===== config.mk =====
export PLATFORM = sky130hd
export DESIGN_NAME = srtf_ready_queue_scheduler_top
export DESIGN_NICKNAME = d
export VERILOG_FILES = /design/src/hdl/srtf_pkg.sv /design/src/hdl/srtf_ctrl.sv /design/src/hdl/srtf_dp.sv /design/src/hdl/srtf_ready_queue_scheduler_top.sv
export SDC_FILE = /design/constraint.sdc
export NUM_CORES = 1
export LEC_CHECK = 0
export BUFFER_PORTS_ARGS = -buffer_cell sky130_fd_sc_hd__buf_2
export CAP_MARGIN = 30
export CORE_AREA = 2 2 295 210
export DETAILED_ROUTE_END_ITERATION = 10
export DIE_AREA = 0 0 297 212
export GPL_ROUTABILITY_DRIVEN = 0
export PLACE_DENSITY = 0.68
export SLEW_MARGIN = 10
export SYNTH_ARGS = -nofsm -noshare
export SYNTH_HDL_FRONTEND = slang
export SYNTH_SLANG_ARGS = --single-unit

===== constraint.sdc =====
create_clock -name clk -period 4.1 [get_ports clk]
set_input_delay 0.41 -clock clk [delete_from_list [all_inputs] [get_ports clk]]
set_output_delay 0.41 -clock clk [all_outputs]
set_load 0.02 [all_outputs]

===== src/hdl/srtf_pkg.sv =====
package srtf_pkg;

	// fixed widths of the request and result ports
	localparam int ID_PORT_W    = 8;
	localparam int BURST_PORT_W = 16;
	localparam int COUNT_PORT_W = 5;
	localparam int TIME_W       = 32;

	typedef enum logic {
		OP_ARRIVAL = 1'b0,
		OP_TICK    = 1'b1
	} srtf_op_t;

	// commands from the controller to the datapath
	typedef struct packed {
		logic latch;   // capture request fields
		logic exec;    // apply the captured request to the queue
	} srtf_cmd_t;

endpackage


===== src/hdl/srtf_ctrl.sv =====
module srtf_ctrl (
	input  logic                clk,
	input  logic                arst_n,
	input  logic                start,
	output logic                busy,
	output logic                done,
	output srtf_pkg::srtf_cmd_t cmd
);
	import srtf_pkg::*;

	typedef enum logic {
		ST_IDLE,
		ST_EXEC
	} state_t;

	state_t state_q;
	logic   done_q;

	always_ff @(posedge clk or negedge arst_n) begin
		if (!arst_n) begin
			state_q <= ST_IDLE;
			done_q  <= 1'b0;
		end else begin
			unique case (state_q)
				ST_IDLE: begin
					done_q <= 1'b0;
					if (start) begin
						state_q <= ST_EXEC;
					end
				end
				ST_EXEC: begin
					done_q  <= 1'b1;
					state_q <= ST_IDLE;
				end
				default: begin
					done_q  <= 1'b0;
					state_q <= ST_IDLE;
				end
			endcase
		end
	end

	assign busy      = (state_q != ST_IDLE);
	assign done      = done_q;
	assign cmd.latch = start && (state_q == ST_IDLE);
	assign cmd.exec  = (state_q == ST_EXEC);

endmodule


===== src/hdl/srtf_dp.sv =====
module srtf_dp #(
	parameter int QUEUE_DEPTH = 16,
	parameter int ID_BITS     = 8,
	parameter int TIME_BITS   = 16
) (
	input  logic                                clk,
	input  logic                                arst_n,
	input  srtf_pkg::srtf_cmd_t                 cmd,
	input  logic                                operation,
	input  logic [srtf_pkg::ID_PORT_W-1:0]      task_id,
	input  logic [srtf_pkg::BURST_PORT_W-1:0]   burst_time,
	output logic                                rejected,
	output logic                                completed,
	output logic [srtf_pkg::ID_PORT_W-1:0]      completed_id,
	output logic [srtf_pkg::TIME_W-1:0]         finish_time,
	output logic                                running_valid,
	output logic [srtf_pkg::ID_PORT_W-1:0]      running_id,
	output logic [srtf_pkg::COUNT_PORT_W-1:0]   queue_count
);
	import srtf_pkg::*;

	localparam int CW  = $clog2(QUEUE_DEPTH + 1);
	localparam int IXW = (ID_BITS > ID_PORT_W) ? ID_BITS : ID_PORT_W;
	localparam int TXW = (TIME_BITS > BURST_PORT_W) ? TIME_BITS : BURST_PORT_W;
	localparam int QXW = (CW > COUNT_PORT_W) ? CW : COUNT_PORT_W;

	// captured request
	srtf_op_t             op_q;
	logic [ID_BITS-1:0]   new_id_q;
	logic [TIME_BITS-1:0] new_rem_q;

	// queue cells, sorted by remaining time, head at index 0
	logic [ID_BITS-1:0]   id_q  [QUEUE_DEPTH];
	logic [TIME_BITS-1:0] rem_q [QUEUE_DEPTH];
	logic [CW-1:0]        count_q;
	logic [TIME_W-1:0]    time_q;

	logic                 rejected_q;
	logic                 completed_q;
	logic [ID_PORT_W-1:0] completed_id_q;
	logic [TIME_W-1:0]    finish_time_q;

	logic [IXW-1:0] id_in_ext;
	logic [TXW-1:0] burst_in_ext;
	logic [IXW-1:0] head_id_ext;
	logic [QXW-1:0] count_ext;

	logic [QUEUE_DEPTH-1:0] ge;
	logic                   is_full;
	logic                   is_empty;
	logic                   refuse;
	logic                   head_last;
	logic                   do_ins;
	logic                   do_pop;
	logic                   do_dec;

	assign id_in_ext    = IXW'(task_id);
	assign burst_in_ext = TXW'(burst_time);
	assign head_id_ext  = IXW'(id_q[0]);
	assign count_ext    = QXW'(count_q);

	always_ff @(posedge clk) begin
		if (cmd.latch) begin
			op_q      <= srtf_op_t'(operation);
			new_id_q  <= id_in_ext[ID_BITS-1:0];
			new_rem_q <= burst_in_ext[TIME_BITS-1:0];
		end
	end

	// the first cell that is empty or holds an equal or longer time takes the new task
	always_comb begin
		for (int i = 0; i < QUEUE_DEPTH; i++) begin
			ge[i] = (CW'(i) >= count_q) || (rem_q[i] >= new_rem_q);
		end
	end

	assign is_full   = (count_q == CW'(QUEUE_DEPTH));
	assign is_empty  = (count_q == '0);
	assign refuse    = is_full || (new_rem_q == '0);
	assign head_last = (rem_q[0] <= TIME_BITS'(1));
	assign do_ins    = cmd.exec && (op_q == OP_ARRIVAL) && !refuse;
	assign do_pop    = cmd.exec && (op_q == OP_TICK) && !is_empty && head_last;
	assign do_dec    = cmd.exec && (op_q == OP_TICK) && !is_empty && !head_last;

	for (genvar g = 0; g < QUEUE_DEPTH; g++) begin : g_cell
		if (g == 0) begin : g_head
			always_ff @(posedge clk) begin
				if (do_ins && ge[0]) begin
					id_q[0]  <= new_id_q;
					rem_q[0] <= new_rem_q;
				end else if (do_pop) begin
					if (QUEUE_DEPTH > 1) begin
						id_q[0]  <= id_q[1];
						rem_q[0] <= rem_q[1];
					end
				end else if (do_dec) begin
					rem_q[0] <= rem_q[0] - TIME_BITS'(1);
				end
			end
		end else begin : g_body
			always_ff @(posedge clk) begin
				if (do_ins) begin
					if (ge[g-1]) begin
						id_q[g]  <= id_q[g-1];
						rem_q[g] <= rem_q[g-1];
					end else if (ge[g]) begin
						id_q[g]  <= new_id_q;
						rem_q[g] <= new_rem_q;
					end
				end else if (do_pop && (g < QUEUE_DEPTH - 1)) begin
					id_q[g]  <= id_q[(g < QUEUE_DEPTH - 1) ? g + 1 : g];
					rem_q[g] <= rem_q[(g < QUEUE_DEPTH - 1) ? g + 1 : g];
				end
			end
		end
	end

	always_ff @(posedge clk or negedge arst_n) begin
		if (!arst_n) begin
			count_q <= '0;
			time_q  <= '0;
		end else if (cmd.exec) begin
			if (op_q == OP_TICK) begin
				time_q <= time_q + TIME_W'(1);
			end
			if (do_ins) begin
				count_q <= count_q + CW'(1);
			end else if (do_pop) begin
				count_q <= count_q - CW'(1);
			end
		end
	end

	always_ff @(posedge clk) begin
		if (cmd.exec) begin
			rejected_q     <= (op_q == OP_ARRIVAL) && refuse;
			completed_q    <= do_pop;
			completed_id_q <= do_pop ? head_id_ext[ID_PORT_W-1:0] : '0;
			finish_time_q  <= do_pop ? (time_q + TIME_W'(1)) : '0;
		end
	end

	assign rejected      = rejected_q;
	assign completed     = completed_q;
	assign completed_id  = completed_id_q;
	assign finish_time   = finish_time_q;
	assign running_valid = !is_empty;
	assign running_id    = is_empty ? '0 : head_id_ext[ID_PORT_W-1:0];
	assign queue_count   = count_ext[COUNT_PORT_W-1:0];

endmodule


===== src/hdl/srtf_ready_queue_scheduler_top.sv =====
// the accepting edge captures the request; the queue update, results and done strobe are registered together in exec
// a new request is taken only while the controller is idle, never while busy with the last one
// the receiver cannot stall; each result is valid in the done cycle and holds until the next request's update
// reset clears the task count, time counter and controller at once; no clearing pass,
// contents of queue cells beyond the count never reach an output
module srtf_ready_queue_scheduler_top #(
	parameter int QUEUE_DEPTH = 16,
	parameter int ID_BITS     = 8,
	parameter int TIME_BITS   = 16
) (
	input  logic                                clk,
	input  logic                                arst_n,
	input  logic                                start,
	output logic                                busy,
	output logic                                done,
	input  logic                                operation,
	input  logic [srtf_pkg::ID_PORT_W-1:0]      task_id,
	input  logic [srtf_pkg::BURST_PORT_W-1:0]   burst_time,
	output logic                                rejected,
	output logic                                completed,
	output logic [srtf_pkg::ID_PORT_W-1:0]      completed_id,
	output logic [srtf_pkg::TIME_W-1:0]         finish_time,
	output logic                                running_valid,
	output logic [srtf_pkg::ID_PORT_W-1:0]      running_id,
	output logic [srtf_pkg::COUNT_PORT_W-1:0]   queue_count
);
	import srtf_pkg::*;

	// controller to datapath commands
	srtf_cmd_t cmd;

	// sequencer: idle -> exec, raises done together with the registered queue update
	srtf_ctrl u_ctrl (
		.clk    (clk),
		.arst_n (arst_n),
		.start  (start),
		.busy   (busy),
		.done   (done),
		.cmd    (cmd)
	);

	// sorted cell queue with parallel compare-and-shift insert, head pop and
	// head decrement; results and head status come from registers
	srtf_dp #(
		.QUEUE_DEPTH (QUEUE_DEPTH),
		.ID_BITS     (ID_BITS),
		.TIME_BITS   (TIME_BITS)
	) u_dp (
		.clk           (clk),
		.arst_n        (arst_n),
		.cmd           (cmd),
		.operation     (operation),
		.task_id       (task_id),
		.burst_time    (burst_time),
		.rejected      (rejected),
		.completed     (completed),
		.completed_id  (completed_id),
		.finish_time   (finish_time),
		.running_valid (running_valid),
		.running_id    (running_id),
		.queue_count   (queue_count)
	);

endmodule

==> results.toml <==
[logic_synthesis]
synth_ff_type = "edfxtp_1"
ys_ff_latch = 490
synth_cell_types = 72
synth_area_per_cell_sq_um = 10.7
ys_seq_area_share_pct = 48.7
syn-num-nets = 3085
ys_warn_count = 0
syn_inst = 2793
syn_area_sq_um = 29800
synth_edf_count = 451
async_flop_share_pct = 7.96

[die]
fp.dieH_microns = 212
dieArea_sq_um = 63000
io-pin-count = 86
start_util_pct = 49.3
num_rows = 76
die-width_microns = 297
core_area_sq_um = 60500

[sta]
worstMarginPinSlew_ns = 0.894
skew_ns = 0.0286
finalCritPeriodShare_pct = 90.1
relSlewSlack_pct = 40.4
layout_min_cycle_time_ns = 3.69
rsz0062_at_grt = "false"
final-hold-violation-count = 0
setup_viol = 0
maxSlewViolCount = 0
tns_ns = 0
max_freq_mhz = 271

[power]
leakagePower_nw = 13.5
vdd_drop_max_mv = 0.389
total_power_mw = 15.6
power.density_nw_per_um2 = 468

[setup_path]
cp-end-kind = "flip-flop"
critPathKind = "flip-flop to flip-flop"
critical_path_required_ns = 4.30
crit_path_max_fanout = 56
arrival_ns = 3.89
startpoint_type = "flip-flop"

[flow_run]
cap_violations = 0

[grt]
grt_util_all_layers_pct = 24.4
grt_overflow_total = 0
grt_max_degree = 93
grt_pass1_wl_microns = 123000
antenna_found_initial = 1
grt_pass1_vias = 21450

[routing]
drt-total-wl_microns = 78400
drc = 0
wl_per_cell_microns = 21.0
drt-pass1-iter-count = 6
drt_iter0_markers = 2494
ant_nets = 0
drt-vias-per-instance = 6.00
num_vias = 22392

[clocking]
cts.sinks = 490
cts_tree = "built"
h-tree-depth = 2
root_buffer = "clkbuf_16"
path_clk_slew_ns = 0.06
cts_setup_buffers = 0
cts_buffer_depth = 3
clock_latency_ns = 0.59
cts_buffers = 49

[final_layout]
nets = 3164
antenna_cells = 0
syn_to_final_growth_pct = 11.5
layout-drive-gt1-share_pct = 11.4

[worst_hold_path]
hold_class = "input port to flip-flop"

[outcome]
status = "finished clean"

[place]
portBuffers = 85
dp_hpwl_microns = 58700
[layout make-up]
class                   count  area [sq um]
well taps                 819          1020
repair buffers            220          1540
multi-input cells        2071         14300
fillers                  5214         27200
clock inverters            24           224
clock buffers              68          1440
flip-flops and latches    490         14500
inverters                  40           153
[cells by family after synthesis]
kind of cell / synth area share (%)
AOI/OAI and AO/OA: 13.3
xor gates and xnor gates: 2.20
adders and majority gates: 11.1
buffers and inverters: 3.41
DFF: 48.7
muxes: 9.91
and+or+nand+nor: 11.3
[worst paths after layout]
| check | startpoint | endpoint | slack [ns] | cells past startpoint |
|---|---|---|---|---|
| max | u_dp.rem_q[0][10]$_DFFE_PP_ | u_dp.id_q[0][3]$_DFFE_PP_ | 0.41 | 6 |
| min | burst_time[10] | u_dp.new_rem_q[10]$_DFFE_PP_ | 0.02 | 1 |
| max reg2reg | u_dp.rem_q[0][10]$_DFFE_PP_ | u_dp.id_q[0][3]$_DFFE_PP_ | 0.41 | 6 |
| min reg2reg | u_dp.time_q[31]$_DFFE_PN0P_ | u_dp.time_q[31]$_DFFE_PN0P_ | 0.50 | 1 |
| max in group asynchronous | arst_n | u_ctrl.busy$_DFF_PN0_ | 3.31 | 3 |
| min in group asynchronous | arst_n | u_dp.time_q[31]$_DFFE_PN0P_ | 0.30 | 2 |
[stage by stage]
step,worst slack (ns),hold slack (ns),std cells,instance area (sq um),util (%)
6_report,0.406,0.0206,3732,33200,55.0
3_5_place_dp,0.463,0.480,3623,31400,51.9
3_3_place_gp,0.529,0.482,3621,31400,51.9
5_1_grt,0.304,0.000993,3732,33200,55.0
4_1_cts,0.443,0.00648,3730,33200,54.9
2_1_floorplan,-0.270,0.114,2793,29800,-
[routing by layer]
layer / vias up / wire length (microns) / GRT usage [%]
met5: - / 0 / 0
met4: 0 / 1350 / 5.42
met3: 102 / 6760 / 3.44
met2: 931 / 32200 / 35.1
met1: 10762 / 38100 / 38.7
li1: 10597 / - / -
[flip-flops by register name, summed over array words and instances, names as in the netlist]
| signal | cells |
|---|---|
| u_dp.rem_q | 256 |
| u_dp.id_q | 128 |
| u_dp.finish_time | 32 |
| u_dp.time_q | 32 |
| u_dp.new_rem_q | 16 |
| u_dp.completed_id | 8 |
| u_dp.new_id_q | 8 |
| u_dp.queue_count | 5 |
| u_ctrl.busy | 1 |
| u_ctrl.done | 1 |
| u_dp.completed | 1 |
| u_dp.op_q | 1 |
| u_dp.rejected | 1 |
[critical path, stage by stage (launching register included)]
cell,delay [ns]
edfxtp_1,0.49
or4_1,0.62
or2_1,0.28
or4_1,0.53
or2_4,0.40
buf_4,0.37
nand2_1,0.61
[cells in the mapped netlist, types with 26 or more instances]
master    number  area [sq um]
nand3_1       48           240
o21ai_0      153           766
o22ai_1       26           163
nand4_1       31           194
dfrtp_1       39           976
inv_1         39           146
nor2_1       319          1200
mux2i_1      268          2680
a21oi_1      331          1660
buf_2         78           390
ha_1         264          3300
edfxtp_1     451         13500
a31oi_1       29           181
nand2_1      231           867
clkbuf_1     102           383
xor2_1        29           254
xnor2_1       46           403
[placed cells by master, fill, tap and decap left out, types with 13 or more instances in the layout]
cell type and count:
nand4_1 31, and2_1 21, a2111oi_0 13, buf_4 114
buf_2 85, ha_1 264, o21ai_0 149, a2bb2oi_1 23
nor2_1 319, a31oi_1 29, o22ai_1 26, dlygate4sd3_1 16
o211ai_1 20, a21o_1 16, mux2i_1 268, xor2_1 29
edfxtp_1 451, a21oi_1 331, xnor2_1 46, nand2b_1 14
nand3_1 47, nor3_1 20, clkbuf_16 53, and4_1 15
mux2_2 24, nand2_1 231, inv_1 39, dfrtp_1 38
[what timing repair did]
item	CTS	global route
resized for setup	0	0
hold buffers	15	1
hold endpoints to repair	15	12
setup endpoints to repair	0	0
[report_power, final]
part	total [mW]	internal [mW]	switching [mW]	leakage, nW
clock	4.71	2.72	1.99	0.832
sequential	7.12	6.50	0.615	4.75
combinational	3.73	1.48	2.25	7.89
total	15.6	10.7	4.86	13.5
Note: power is estimated with default switching activity, not from simulation.
